## src/design/kdes_pkg.sv

```systemverilog
// Shared constants and types for the key debounce and encoder scanner.
`default_nettype none
package kdes_pkg;

  localparam int KEY_COUNT = 5;   // debounce lanes, 1..16
  localparam int KEY_PINS  = 5;   // key pin and event mask width
  localparam int CNT_W     = 8;
  localparam int ENC_W     = 2;

  localparam logic [CNT_W-1:0] THR_RESET = 8'd30;
  localparam logic [CNT_W-1:0] THR_MAX   = 8'd254;

  localparam int ENC_UP_BIT   = 0;
  localparam int ENC_DOWN_BIT = 1;

  typedef logic [CNT_W-1:0] cnt_t;

  typedef struct packed {
    logic press;
    logic release_evt;
  } kdes_key_evt_t;

  typedef struct packed {
    logic step;
    logic dir;
  } kdes_enc_evt_t;

endpackage
`default_nettype wire

```

## src/design/kdes_in_if.sv

```systemverilog
// Request channel carrying one scan tick of raw pin levels.
`default_nettype none
interface kdes_in_if;
  import kdes_pkg::*;

  logic                valid;
  logic                ready;
  logic [KEY_PINS-1:0] key_pins;
  logic [ENC_W-1:0]    encoder_pins;

  modport source (output valid, output key_pins, output encoder_pins, input ready);
  modport sink   (input valid, input key_pins, input encoder_pins, output ready);
endinterface
`default_nettype wire

```

## src/design/kdes_out_if.sv

```systemverilog
// Result channel carrying the key and encoder events of one scan tick.
`default_nettype none
interface kdes_out_if;
  import kdes_pkg::*;

  logic                valid;
  logic                ready;
  logic [KEY_PINS-1:0] press_mask;
  logic [KEY_PINS-1:0] release_mask;
  logic                encoder_step;
  logic                encoder_direction;

  modport source (output valid, output press_mask, output release_mask,
                  output encoder_step, output encoder_direction, input ready);
  modport sink   (input valid, input press_mask, input release_mask,
                  input encoder_step, input encoder_direction, output ready);
endinterface
`default_nettype wire

```

## src/design/kdes_key_lane.sv

```systemverilog
// One key's debounce counter with press and release detection.
`default_nettype none
module kdes_key_lane (
  input  wire logic            clk,
  input  wire logic            rst_n,
  input  wire logic            advance,
  input  wire logic            pin,
  input  wire kdes_pkg::cnt_t  thr,
  output kdes_pkg::kdes_key_evt_t evt
);
  import kdes_pkg::*;

  cnt_t cnt_r, cnt_nxt;

  always_comb begin
    cnt_nxt         = cnt_r;
    evt.press       = 1'b0;
    evt.release_evt = 1'b0;
    if (pin) begin
      // release is reported for any nonzero count, pressed or not
      if (cnt_r != '0) begin
        evt.release_evt = 1'b1;
        cnt_nxt         = '0;
      end
    end else if (cnt_r < thr) begin
      cnt_nxt = cnt_r + cnt_t'(1);
    end else if (cnt_r == thr) begin
      evt.press = 1'b1;
      cnt_nxt   = cnt_r + cnt_t'(1);
    end
  end

  always_ff @(posedge clk) begin
    if (!rst_n) begin
      cnt_r <= '0;
    end else if (advance) begin
      cnt_r <= cnt_nxt;
    end
  end
endmodule
`default_nettype wire

```

## src/design/kdes_encoder.sv

```systemverilog
// Four-phase quadrature detent tracker.
`default_nettype none
module kdes_encoder (
  input  wire logic            clk,
  input  wire logic            rst_n,
  input  wire logic            advance,
  input  wire logic [kdes_pkg::ENC_W-1:0] pins,
  output kdes_pkg::kdes_enc_evt_t evt
);
  import kdes_pkg::*;

  localparam logic [1:0] PH_IDLE       = 2'd0;
  localparam logic [1:0] PH_UP_FIRST   = 2'd1;
  localparam logic [1:0] PH_DOWN_FIRST = 2'd2;
  localparam logic [1:0] PH_WAIT       = 2'd3;

  logic [1:0] phase_r, phase_nxt;
  logic       up_open, down_open;

  assign up_open   = pins[ENC_UP_BIT];
  assign down_open = pins[ENC_DOWN_BIT];

  always_comb begin
    phase_nxt = phase_r;
    evt.step  = 1'b0;
    evt.dir   = 1'b0;
    case (phase_r)
      PH_IDLE: begin
        if (!up_open) phase_nxt = PH_UP_FIRST;
        else if (!down_open) phase_nxt = PH_DOWN_FIRST;
      end
      PH_UP_FIRST: begin
        if (!down_open) begin
          evt.step  = 1'b1;
          evt.dir   = 1'b1;
          phase_nxt = PH_WAIT;
        end
        // leading contact open wins over the wait phase
        if (up_open) phase_nxt = PH_IDLE;
      end
      PH_DOWN_FIRST: begin
        if (!up_open) begin
          evt.step  = 1'b1;
          phase_nxt = PH_WAIT;
        end
        if (down_open) phase_nxt = PH_IDLE;
      end
      default: begin
        if (up_open && down_open) phase_nxt = PH_IDLE;
      end
    endcase
  end

  always_ff @(posedge clk) begin
    if (!rst_n) begin
      phase_r <= PH_IDLE;
    end else if (advance) begin
      phase_r <= phase_nxt;
    end
  end
endmodule
`default_nettype wire

```

## src/design/key_debounce_and_encoder_scan.sv

```systemverilog
// Top level: debounce lanes, encoder tracker and the result register.
//
// Takes one scan tick per clock cycle when not stalled and returns exactly one
// result per tick, in the next cycle. Every key has its own debounce
// lane; all lanes and the encoder tracker update in the cycle the request is
// accepted, and their events are merged into a single output register. A new
// request is accepted whenever that register is empty or being drained in the
// same cycle, so out.ready low stalls the input only while a result waits.
// The threshold written through cfg_wdata takes effect for the next tick; a
// value of 255 behaves as 254. Keys beyond the pin width see a pressed pin and
// their events are not reported.
`default_nettype none
module key_debounce_and_encoder_scan (
  input  wire logic                        clk,
  input  wire logic                        rst_n,
  kdes_in_if.sink                          in_ch,
  kdes_out_if.source                       out_ch,
  input  wire logic                        cfg_we,
  input  wire logic [kdes_pkg::CNT_W-1:0]  cfg_wdata
);
  import kdes_pkg::*;

  cnt_t                thr_r;
  cnt_t                thr_eff;
  logic                accept;
  logic [KEY_COUNT-1:0] lane_pin;
  kdes_key_evt_t       lane_evt [KEY_COUNT];
  kdes_enc_evt_t       enc_evt;

  logic                out_valid_r;
  logic [KEY_PINS-1:0] press_r, press_nxt;
  logic [KEY_PINS-1:0] release_r, release_nxt;
  logic                step_r;
  logic                dir_r;

  always_ff @(posedge clk) begin
    if (!rst_n) begin
      thr_r <= THR_RESET;
    end else if (cfg_we) begin
      thr_r <= cfg_wdata;
    end
  end

  assign thr_eff      = (thr_r > THR_MAX) ? THR_MAX : thr_r;
  assign in_ch.ready  = !out_valid_r || out_ch.ready;
  assign accept       = in_ch.valid && in_ch.ready;

  for (genvar i = 0; i < KEY_COUNT; i++) begin : g_lane
    if (i < KEY_PINS) begin : g_pin
      assign lane_pin[i] = in_ch.key_pins[i];
    end else begin : g_nopin
      assign lane_pin[i] = 1'b0;
    end

    kdes_key_lane u_lane (
      .clk     (clk),
      .rst_n   (rst_n),
      .advance (accept),
      .pin     (lane_pin[i]),
      .thr     (thr_eff),
      .evt     (lane_evt[i])
    );
  end

  for (genvar j = 0; j < KEY_PINS; j++) begin : g_merge
    if (j < KEY_COUNT) begin : g_used
      assign press_nxt[j]   = lane_evt[j].press;
      assign release_nxt[j] = lane_evt[j].release_evt;
    end else begin : g_unused
      assign press_nxt[j]   = 1'b0;
      assign release_nxt[j] = 1'b0;
    end
  end

  kdes_encoder u_enc (
    .clk     (clk),
    .rst_n   (rst_n),
    .advance (accept),
    .pins    (in_ch.encoder_pins),
    .evt     (enc_evt)
  );

  always_ff @(posedge clk) begin
    if (!rst_n) begin
      out_valid_r <= 1'b0;
    end else if (accept) begin
      out_valid_r <= 1'b1;
    end else if (out_ch.ready) begin
      out_valid_r <= 1'b0;
    end
  end

  always_ff @(posedge clk) begin
    if (accept) begin
      press_r   <= press_nxt;
      release_r <= release_nxt;
      step_r    <= enc_evt.step;
      dir_r     <= enc_evt.dir;
    end
  end

  assign out_ch.valid             = out_valid_r;
  assign out_ch.press_mask        = press_r;
  assign out_ch.release_mask      = release_r;
  assign out_ch.encoder_step      = step_r;
  assign out_ch.encoder_direction = dir_r;
endmodule
`default_nettype wire

```

## src/flat_wrapper.sv

```systemverilog
// flat-port wrapper written by rule: the top's interface ports become plain ports
module key_debounce_and_encoder_scan_flat import kdes_pkg::*;
  (clk, rst_n, cfg_we, cfg_wdata, in_ch_valid, in_ch_key_pins, in_ch_encoder_pins, in_ch_ready, out_ch_valid, out_ch_press_mask, out_ch_release_mask, out_ch_encoder_step, out_ch_encoder_direction, out_ch_ready);
  kdes_in_if in_ch_i ();
  kdes_out_if out_ch_i ();
  input  wire logic clk;
  input  wire logic rst_n;
  input  wire logic cfg_we;
  input  wire logic [kdes_pkg::CNT_W-1:0] cfg_wdata;
  input wire logic [$bits(in_ch_i.valid)-1:0] in_ch_valid;
  input wire logic [$bits(in_ch_i.key_pins)-1:0] in_ch_key_pins;
  input wire logic [$bits(in_ch_i.encoder_pins)-1:0] in_ch_encoder_pins;
  output wire logic [$bits(in_ch_i.ready)-1:0] in_ch_ready;
  output wire logic [$bits(out_ch_i.valid)-1:0] out_ch_valid;
  output wire logic [$bits(out_ch_i.press_mask)-1:0] out_ch_press_mask;
  output wire logic [$bits(out_ch_i.release_mask)-1:0] out_ch_release_mask;
  output wire logic [$bits(out_ch_i.encoder_step)-1:0] out_ch_encoder_step;
  output wire logic [$bits(out_ch_i.encoder_direction)-1:0] out_ch_encoder_direction;
  input wire logic [$bits(out_ch_i.ready)-1:0] out_ch_ready;
  assign in_ch_i.valid = in_ch_valid;
  assign in_ch_i.key_pins = in_ch_key_pins;
  assign in_ch_i.encoder_pins = in_ch_encoder_pins;
  assign in_ch_ready = in_ch_i.ready;
  assign out_ch_valid = out_ch_i.valid;
  assign out_ch_press_mask = out_ch_i.press_mask;
  assign out_ch_release_mask = out_ch_i.release_mask;
  assign out_ch_encoder_step = out_ch_i.encoder_step;
  assign out_ch_encoder_direction = out_ch_i.encoder_direction;
  assign out_ch_i.ready = out_ch_ready;
  key_debounce_and_encoder_scan u_core (.clk(clk), .rst_n(rst_n), .in_ch(in_ch_i), .out_ch(out_ch_i), .cfg_we(cfg_we), .cfg_wdata(cfg_wdata));
endmodule
```

## config.mk

```make
export PLATFORM = sky130hd
export DESIGN_NAME = key_debounce_and_encoder_scan_flat
export DESIGN_NICKNAME = d
export VERILOG_FILES = /design/src/design/kdes_pkg.sv /design/src/design/kdes_in_if.sv /design/src/design/kdes_out_if.sv /design/src/design/kdes_key_lane.sv /design/src/design/kdes_encoder.sv /design/src/design/key_debounce_and_encoder_scan.sv /design/src/flat_wrapper.sv
export SDC_FILE = /design/constraint.sdc
export NUM_CORES = 1
export LEC_CHECK = 0
export BUFFER_PORTS_ARGS = -buffer_cell sky130_fd_sc_hd__buf_2
export CAP_MARGIN = 25
export CELL_PAD_IN_SITES_DETAIL_PLACEMENT = 1
export CELL_PAD_IN_SITES_GLOBAL_PLACEMENT = 1
export CORE_MARGIN = 3
export CORE_UTILIZATION = 40
export CTS_CLUSTER_DIAMETER = 80
export DETAILED_ROUTE_END_ITERATION = 6
export PLACE_DENSITY = 0.71
export SYNTH_ARGS = -nofsm -noshare
export SYNTH_HDL_FRONTEND = slang
export SYNTH_HIERARCHICAL = 1
export SYNTH_SLANG_ARGS = --single-unit
```

## constraint.sdc

```tcl
create_clock -name clk -period 4.2 [get_ports clk]
set_input_delay 0.42 -clock clk [delete_from_list [all_inputs] [get_ports clk]]
set_output_delay 0.42 -clock clk [all_outputs]
set_load 0.01 [all_outputs]
```

==> results of run 1 <==
-- logic make-up (layout without fill, tap and decap cells) --
group	Yosys count	after routing	synth area share, %
multiplexers	16	16	3.495
AND/OR/NAND/NOR	176	176	24.19
AO/OA/AOI/OAI	121	121	21.03
buffers and inverters	71	106	6.117
flip-flops	63	63	30.15
adder cells (fa/ha/maj)	55	55	15.02
-- through the flow --
stage | power [uW] | setup WS, ps | instance area (sq um) | utilization (%)
detailed placement | 884.8 | 1491 | 4871 | 44.16
floorplan | 817.8 | 1860 | 4582 | -
global placement | 872.1 | 1587 | 4871 | 44.16
CTS | 1690 | 1621 | 5195 | 47.10
global route | 1741 | 1444 | 5195 | 47.10
finish | 1667 | 1653 | 5195 | 47.10
-- power by group --
group          total, uW  leakage (uW)  internal [uW]  switching (uW)
Sequential           653      0.000535            634            18.9
Combinational        218       0.00164           94.6             124
Clock                795      0.000163            515             280
-- state kept, by name (all words and copies together), names as in the netlist --
register and count:
u_core/out_ch.encoder_step 1, u_core/out_ch.encoder_direction 1, u_core/out_ch.press_mask 5, u_core/out_ch.release_mask 5, u_core/g_lane.u_lane/cnt_r 40, u_core/thr_r 8, u_core/out_ch.valid 1, u_core/u_enc/phase_r 2
-- final timing paths --
kind / startpoint / endpoint / slack [ps] / depth (start not counted)
setup / recovery: u_core/thr_r[2]$_SDFFE_PN1P_ / u_core/g_lane[3].u_lane/cnt_r[0]$_SDFFE_PN0P_ / 1650 / 9
hold / removal: cfg_wdata[1] / u_core/thr_r[1]$_SDFFE_PN1P_ / 310 / 3
setup reg to reg: u_core/thr_r[2]$_SDFFE_PN1P_ / u_core/g_lane[3].u_lane/cnt_r[0]$_SDFFE_PN0P_ / 1650 / 9
hold reg to reg: u_core/g_lane[0].u_lane/cnt_r[0]$_SDFFE_PN0P_ / u_core/g_lane[0].u_lane/cnt_r[0]$_SDFFE_PN0P_ / 510 / 2
-- routing by layer --
layer	routed length (um)	vias to the layer above
met5	0	-
met4	147	0
met3	398	11
met2	5826	44
met1	5286	1882
li1	-	1874
-- worst max-delay path, stage by stage, from the launching register on --
cell and delay, ps:
dfxtp_1 420, nand3_1 140, o21a_1 290, ha_1 250, nor2b_4 50, o211ai_2 150
a21boi_2 100, o41ai_4 600, nand2b_2 230, o22ai_1 220
-- placed cells by master, fill, tap and decap left out, types with 12 or more instances in the layout --
| master | count |
|---|---|
| a21oi_1 | 16 |
| and3_1 | 25 |
| buf_2 | 33 |
| dfxtp_1 | 51 |
| edfxtp_1 | 12 |
| ha_1 | 55 |
| inv_1 | 53 |
| mux2i_1 | 16 |
| nand2_1 | 53 |
| nand3b_1 | 28 |
| nor2b_1 | 15 |
| o21a_1 | 32 |
| o22ai_1 | 35 |
-- layout make-up --
| type | count | area share [%] |
|---|---|---|
| clock buffer | 15 | 6.142 |
| clock inverter | 1 | 0.09634 |
| inverter | 53 | 3.829 |
| multi-input combinational | 368 | 56.21 |
| sequential | 63 | 26.59 |
| tap | 140 | 3.372 |
| timing repair buffer | 37 | 3.757 |
==> results.cfg, run 1 <==
[outcome]
run_status = completed

[global_route]
met3_usage_pct = 4.278
grt_max_degree = 49
grt_antenna_before_repair = 0
busiest_layer = met2
grt_pass1_vias = 4068
use_met1_pct = 24.16
met2_usage_pct = 33.21
overflow = 0
track_usage_pct = 19.45
grt_pass1_wl_um = 20030

[finish]
syn2layout_area_growth_pct = 13.38
drive_gt1_share_pct = 17.13
final-instance-count-excl-fill = 677
seqCellArea_sq_um = 1381
multi_input_area_sq_um = 2920
num-nets-final = 607
antenna_cells = 0
nFillCells = 1287

[floorplanning]
die-area_sq_um = 12770
initial_utilization_pct = 41.54
rows = 38
core_area_sq_um = 11030
die_x_um = 113.0
ios = 34
die_h_um = 113.0

[clocking]
clk_pin_slew_ps = 50
cts_made_buffers = 9
cts.path.max_buffers = 2
clkLatencyLatePin_ps = 340
holdBufCountCts = 0
cts_tree = done
cts_sinks = 63
post_cts_buffers = 0
htree_levels = 3
cts_root_buf = clkbuf_16
cts_resized = 0

[synthesis]
ys_async_sr_fraction_pct = 0
synth_seq_cells = 63
yosys_warnings = 6
yosys-top-cells-count = ha_1 (55), inv_1 (53), nand2_1 (53), dfxtp_1 (51), o22ai_1 (35)
yosysTopAreaCellShare_pct = 22.28
syn-cell-area_sq_um = 4582
synth_area_leader_cell = dfxtp_1
ys_types = 38
synth_fp_nets = 577
synth_ff_type = dfxtp_1
synth_most_common_cell = ha_1
ys_seq_area_share_pct = 30.15
syn-instance-count = 502
synth-edff-count = 12
postSynthAreaPerCell_sq_um = 9.127
synth_area_leaders = dfxtp_1 (22%), ha_1 (15%), edfxtp_1 (7.9%), o21a_1 (5.2%), o22ai_1 (4.8%)

[timing]
final.setup.tns_ps = 0
drv_slew = 0
finClkSkew_ps = 6.062
rsz0062_at_grt = false
hold_viol_final = 0
finalCriticalPeriod_ps = 2547
fin_hold_ws_ps = 305.1
slew-limit-headroom_pct = 44.39
fin_crit_sh_pct = 60.64
finalSetupViolCount = 0
tightestPinTransition_ps = 834.1
fmax_mhz = 392.6

[flow_run]
cap_violations = 0

[placed_design]
dp_hpwl_um = 8534
port_buffers = 33
dp.cells = 661
gp_congestion = 0.8012

[route]
drc = 0
dr.first_iter.drc_count = 165
wl_um = 11660
drt_first_pass_iters = 4
wire_per_inst_um = 17.22
drt-vias-per-instance = 5.629
drtAntennaViolNets = 0
vias = 3811

[critical_path]
criticalPathCategory = register to register
cp_max_fo = 9
endpoint_kind = register
cp.required_ps = 4460
start_kind = register
critPathArrivalTime_ps = 2810

[hold_path]
min_path_type = primary input to register

[pwr]
leakage_uw = 0.002343
vdd_drop_max_v = 0.0003111
power.density_nw_per_um2 = 320.8
(Power assumes the default switching activity.)
==> inputs of run 2 (changes only) <==
--- a/config.mk
+++ b/config.mk
@@ -13,7 +13,7 @@
 export CORE_UTILIZATION = 40
 export CTS_CLUSTER_DIAMETER = 80
 export DETAILED_ROUTE_END_ITERATION = 6
-export PLACE_DENSITY = 0.71
+export PLACE_DENSITY = 0.74
 export SYNTH_ARGS = -nofsm -noshare
 export SYNTH_HDL_FRONTEND = slang
 export SYNTH_HIERARCHICAL = 1
==> constraint.sdc (replaced) <==
create_clock -name clk -period 2.2 [get_ports clk]
set_input_delay 0.22 -clock clk [delete_from_list [all_inputs] [get_ports clk]]
set_output_delay 0.22 -clock clk [all_outputs]
set_load 0.01 [all_outputs]
==> run 2 against run 1 <==
- via count increased by 3.7%
- sequential share of layout area is 1.7 points lower
- flip-flop and latch count stayed put
- critical endpoint is now u_core/g_lane[1].u_lane/cnt_r[1]$_SDFFE_PN0P_
==> results.cfg, run 2 (synthesized netlist as in run 1, its figures left out) <==
[route]
drt_first_pass_iters = 4
drtAntennaViolNets = 0
drt-vias-per-instance = 5.527
dr.first_iter.drc_count = 181
drc = 0
wl_um = 12500
vias = 3952
wire_per_inst_um = 17.48

[pwr]
power.density_nw_per_um2 = 548.1
leakage_uw = 0.002542
vdd_drop_max_v = 0.0003422

[timing]
fin_crit_sh_pct = 97.32
rsz0062_at_grt = true
slew-limit-headroom_pct = 52.75
finClkSkew_ps = 5.910
drv_slew = 0
finalCriticalPeriod_ps = 2141
hold_viol_final = 0
fin_ws_ps = 58.90
finalSetupViolCount = 0
final.setup.tns_ps = 0
tightestPinTransition_ps = 708.8
fmax_mhz = 467.1

[floorplanning]
core_area_sq_um = 11030
rows = 38
ios = 34
die_h_um = 113.0
die_x_um = 113.0
die-area_sq_um = 12770
initial_utilization_pct = 41.54

[clocking]
cts_sinks = 63
cts_tree = done
htree_levels = 3
holdBufCountCts = 0
cts.path.max_buffers = 2
cts_root_buf = clkbuf_16
clk_pin_slew_ps = 60
clkLatencyLatePin_ps = 340
cts_made_buffers = 9

[critical_path]
rr_startpoint = u_core/thr_r[6]$_SDFFE_PN0P_
crit_end = u_core/g_lane[1].u_lane/cnt_r[1]$_SDFFE_PN0P_
start_kind = register
endpoint_kind = register
crit_start = u_core/thr_r[6]$_SDFFE_PN0P_
criticalPathCategory = register to register
cp_max_fo = 9
critPathArrivalTime_ps = 2420
ff2ff_path_depth = 11
cp.required_ps = 2480
rr_endpoint = u_core/g_lane[1].u_lane/cnt_r[1]$_SDFFE_PN0P_
rrSetupSlack_ps = 60

[finish]
reg_top3 = u_core/g_lane.u_lane/cnt_r x40, u_core/thr_r x8
final_cell_mix = nand2_1 (53), inv_1 (53), ha_1 (50)
antenna_cells = 0
seqCellArea_sq_um = 1389
largest_register_ffs = 40
final_core_util_pct = 50.68
final-instance-count-excl-fill = 715
syn2layout_area_growth_pct = 22.01
num-nets-final = 645
nFillCells = 1281
drive_gt1_share_pct = 25.74
fin_area_sq_um = 5590
regMostFlops = u_core/g_lane.u_lane/cnt_r
multi_input_area_sq_um = 3052

[outcome]
run_status = completed

[placed_design]
port_buffers = 33
pre_cts_ws_ps = 69.76
dp.cells = 691
place_area_sq_um = 5097
dp_hpwl_um = 8918
gp_congestion = 0.8234

[global_route]
overflow = 0
grt_pass1_vias = 4138
grt_antenna_before_repair = 0
grt_pass1_wl_um = 20430
grt_max_degree = 37
track_usage_pct = 19.87

[hold_path]
min_path_type = primary input to register

[flow_run]
cap_violations = 0
-- run 2: timing repair --
item | in CTS | in global routing
resized for setup | 0 | 39
setup endpoints to repair | 0 | 39
buffers inserted | 0 | 6
-- run 2: area by class of cell --
type / instances / area share, %
clock buffers: 15 / 4.611
clock inverters: 1 / 0.08953
inverters: 53 / 3.559
multi-input cells: 368 / 54.59
flip-flops and latches: 63 / 24.84
well taps: 140 / 3.133
repair buffers: 75 / 9.176
-- run 2: worst max-delay path, stage by stage, from the launching register on --
cell and delay, ps:
dfxtp_2 330, nand4_1 90, o21a_1 190, buf_6 150, ha_1 190, nor2b_4 50, o211ai_2 170, a21boi_2 110
o41ai_4 300, buf_6 190, mux2i_1 180, and2_1 130
-- run 2: metal layers --
| metal | track usage [%] | share of wire (%) | vias up |
|---|---|---|---|
| met1 | 25.36 | 47 | 1925 |
| met3 | 3.209 | 2.7 | 17 |
| li1 | - | - | 1955 |
| met2 | 33.33 | 48 | 55 |
| met4 | 8.253 | 1.9 | 0 |
| met5 | 0 | 0 | - |
-- run 2: worst min path at each step --
stage | start | to | slack, ps | cells after the start
floorplan | rst_n | u_core/thr_r[1]$_SDFFE_PN1P_ | 280 | 1
global placement | cfg_wdata[4] | u_core/thr_r[4]$_SDFFE_PN1P_ | 440 | 3
detailed placement | cfg_wdata[3] | u_core/thr_r[3]$_SDFFE_PN1P_ | 470 | 3
CTS | cfg_wdata[3] | u_core/thr_r[3]$_SDFFE_PN1P_ | 110 | 3
global route | cfg_wdata[3] | u_core/thr_r[3]$_SDFFE_PN1P_ | 130 | 3
finish | cfg_wdata[3] | u_core/thr_r[3]$_SDFFE_PN1P_ | 120 | 3
-- run 2: stage by stage --
stage | total power (uW) | hold slack [ps]
2_1_floorplan | 1561 | 281.9
3_3_place_gp | 1697 | 444.0
3_5_place_dp | 1723 | 467.6
4_1_cts | 3046 | 111.0
5_1_grt | 3202 | 133.8
6_report | 3064 | 120.4
-- run 2: where the power goes --
group          internal, uW  leakage [uW]  switching (uW)  total (uW)
combinational           232       0.00188             276         508
sequential             1210      0.000535            23.0        1240
clock                   794      0.000128             527        1320
total                  2240       0.00254             826        3060
==> inputs of run 3 (changes only) <==
--- a/config.mk
+++ b/config.mk
@@ -13,6 +13,7 @@
 export CORE_UTILIZATION = 40
 export CTS_CLUSTER_DIAMETER = 80
 export DETAILED_ROUTE_END_ITERATION = 6
+export MAX_ROUTING_LAYER = met4
 export PLACE_DENSITY = 0.74
 export SYNTH_ARGS = -nofsm -noshare
 export SYNTH_HDL_FRONTEND = slang
==> run 3 against run 2 <==
- first-iteration DRC count up 13%
- cell count up 0.14%
- critical path type unchanged
- total power up 0.36%
- clock skew up 1.1 ps
- wire length up 3.3%
- core utilization up 0.34 points
- setup slack worse by 0.99 ps
- global-route usage up 0.56 points
- flip-flop and latch count unchanged
- non-clock buffer count up 1
- die area unchanged
- maximum frequency about the same
==> results.cfg, run 3 (synthesized netlist as in run 1, its figures left out) <==
[outcome]
run_status = completed

[route]
drc = 0
drtAntennaViolNets = 0
vias = 3983
dr.first_iter.drc_count = 205
drt-vias-per-instance = 5.563
wire_per_inst_um = 18.03
wl_um = 12910
drt_first_pass_iters = 4

[floorplanning]
initial_utilization_pct = 41.54
die_h_um = 113.0
die-area_sq_um = 12770
rows = 38
ios = 34
die_x_um = 113.0
core_area_sq_um = 11030

[timing]
finClkSkew_ps = 6.990
fin_crit_sh_pct = 97.37
rsz0062_at_grt = true
slew-limit-headroom_pct = 50.76
tightestPinTransition_ps = 738.6
drv_slew = 0
fin_hold_ws_ps = 124.8
fmax_mhz = 466.8
finalSetupViolCount = 0
finalCriticalPeriod_ps = 2142
hold_viol_final = 0

[placed_design]
gp_congestion = 0.8358
port_buffers = 33
dp_hpwl_um = 8918
dp.cells = 691

[global_route]
grt_max_degree = 37
grt_antenna_before_repair = 0
grt_pass1_wl_um = 20390
overflow = 0
grt_pass1_vias = 4147
track_usage_pct = 20.43

[clocking]
cts_made_buffers = 9
clkLatencyLatePin_ps = 340
cts_tree = done
cts_sinks = 63
htree_levels = 3
cts_root_buf = clkbuf_16
clk_pin_slew_ps = 50
cts.path.max_buffers = 2

[critical_path]
critPathArrivalTime_ps = 2430
critPathMaxStageDelay_ps = 370
cp_top_family = compound AO/OA/AOI/OAI gates
cp_common_cell = buf_6
crit_buf_inv = 3
start_kind = register
cp.required_ps = 2480
critPathSlowestCell = o41ai_4
cp_max_fo = 5
cp_cell_sequence = buf_6 -> inv_1 -> ha_1 -> nor2b_4 -> o211ai_2 -> a21boi_2 -> o41ai_4 -> buf_6 -> mux2i_1 -> and2_1
endpoint_kind = register
rr_startpoint = u_core/thr_r[1]$_SDFFE_PN1P_
crit_start = u_core/thr_r[1]$_SDFFE_PN1P_
criticalPathCategory = register to register

[finish]
multi_input_area_sq_um = 3078
nFillCells = 1283
final_cell_mix = nand2_1 (53), inv_1 (53), ha_1 (49)
num-nets-final = 646
drive_gt1_share_pct = 26.04
reg_top3 = u_core/g_lane.u_lane/cnt_r x40, u_core/thr_r x8
antenna_cells = 0
regMostFlops = u_core/g_lane.u_lane/cnt_r
seqCellArea_sq_um = 1389
final-instance-count-excl-fill = 716
final_core_util_pct = 51.02
largest_register_ffs = 40
syn2layout_area_growth_pct = 22.83

[pwr]
vdd_drop_max_v = 0.0003421
leakage_uw = 0.002552
fin_total_pwr_uw = 3075
power.density_nw_per_um2 = 546.4

[flow_run]
cap_violations = 0

[hold_path]
min_path_type = primary input to register
hold_start = cfg_wdata[2]
[run 3: where the power goes]
part | internal (uW) | switching [uW] | leakage (uW)
registers | 1210 | 23.4 | 0.000535
clock network | 794 | 526 | 0.000128
logic | 237 | 282 | 0.00189
total | 2240 | 832 | 0.00255
[run 3: worst reg2reg max path, delay by kind of cell, from the launching register on]
family / cells / cell delay [ps]
fa+ha+maj: 1 / 300
simple gates: 2 / 270
compound gates: 3 / 650
buf+inv: 3 / 340
flops: 1 / 350
mux: 1 / 170
[run 3: per-layer routing]
layer / vias up / GRT usage (%) / wire [um]
met2: 53 / 33.41 / 6267
li1: 1955 / - / -
met4: 0 / 8.253 / 267
met3: 18 / 3.102 / 332
met1: 1957 / 25.30 / 6039
met5: - / - / 0
[run 3: what timing repair did]
item	4_1_cts	5_1_grt
endpoints found under the setup margin	0	39
hold buffers	0	0
setup buffers	0	7
resized for setup	0	44
[run 3: worst paths after layout]
check,to,slack [ps],depth (start not counted)
setup / recovery,u_core/g_lane[4].u_lane/cnt_r[1]$_SDFFE_PN0P_,60,10
hold / removal,u_core/thr_r[2]$_SDFFE_PN1P_,120,3
setup reg to reg,u_core/g_lane[4].u_lane/cnt_r[1]$_SDFFE_PN0P_,60,10
hold reg to reg,u_core/g_lane[3].u_lane/cnt_r[0]$_SDFFE_PN0P_,510,2
[run 3: through the flow]
step / area, sq um / TNS, ps / setup WS [ps]
finish: 5628 / 0 / 57.91
global route: 5628 / -287.0 / -44.20
CTS: 5360 / 0 / 54.47
detailed placement: 5097 / 0 / 69.76
global placement: 5097 / 0 / 121.3
floorplan: 4583 / 0 / 137.1
[run 3: layout make-up]
cell class | count | share of cell area [%]
inverters | 53 | 3.535
multi-input cells | 368 | 54.69
well taps | 140 | 3.112
clock buffers | 15 | 4.580
clock inverters | 1 | 0.08893
repair buffers | 76 | 9.315
flip-flops and latches | 63 | 24.68
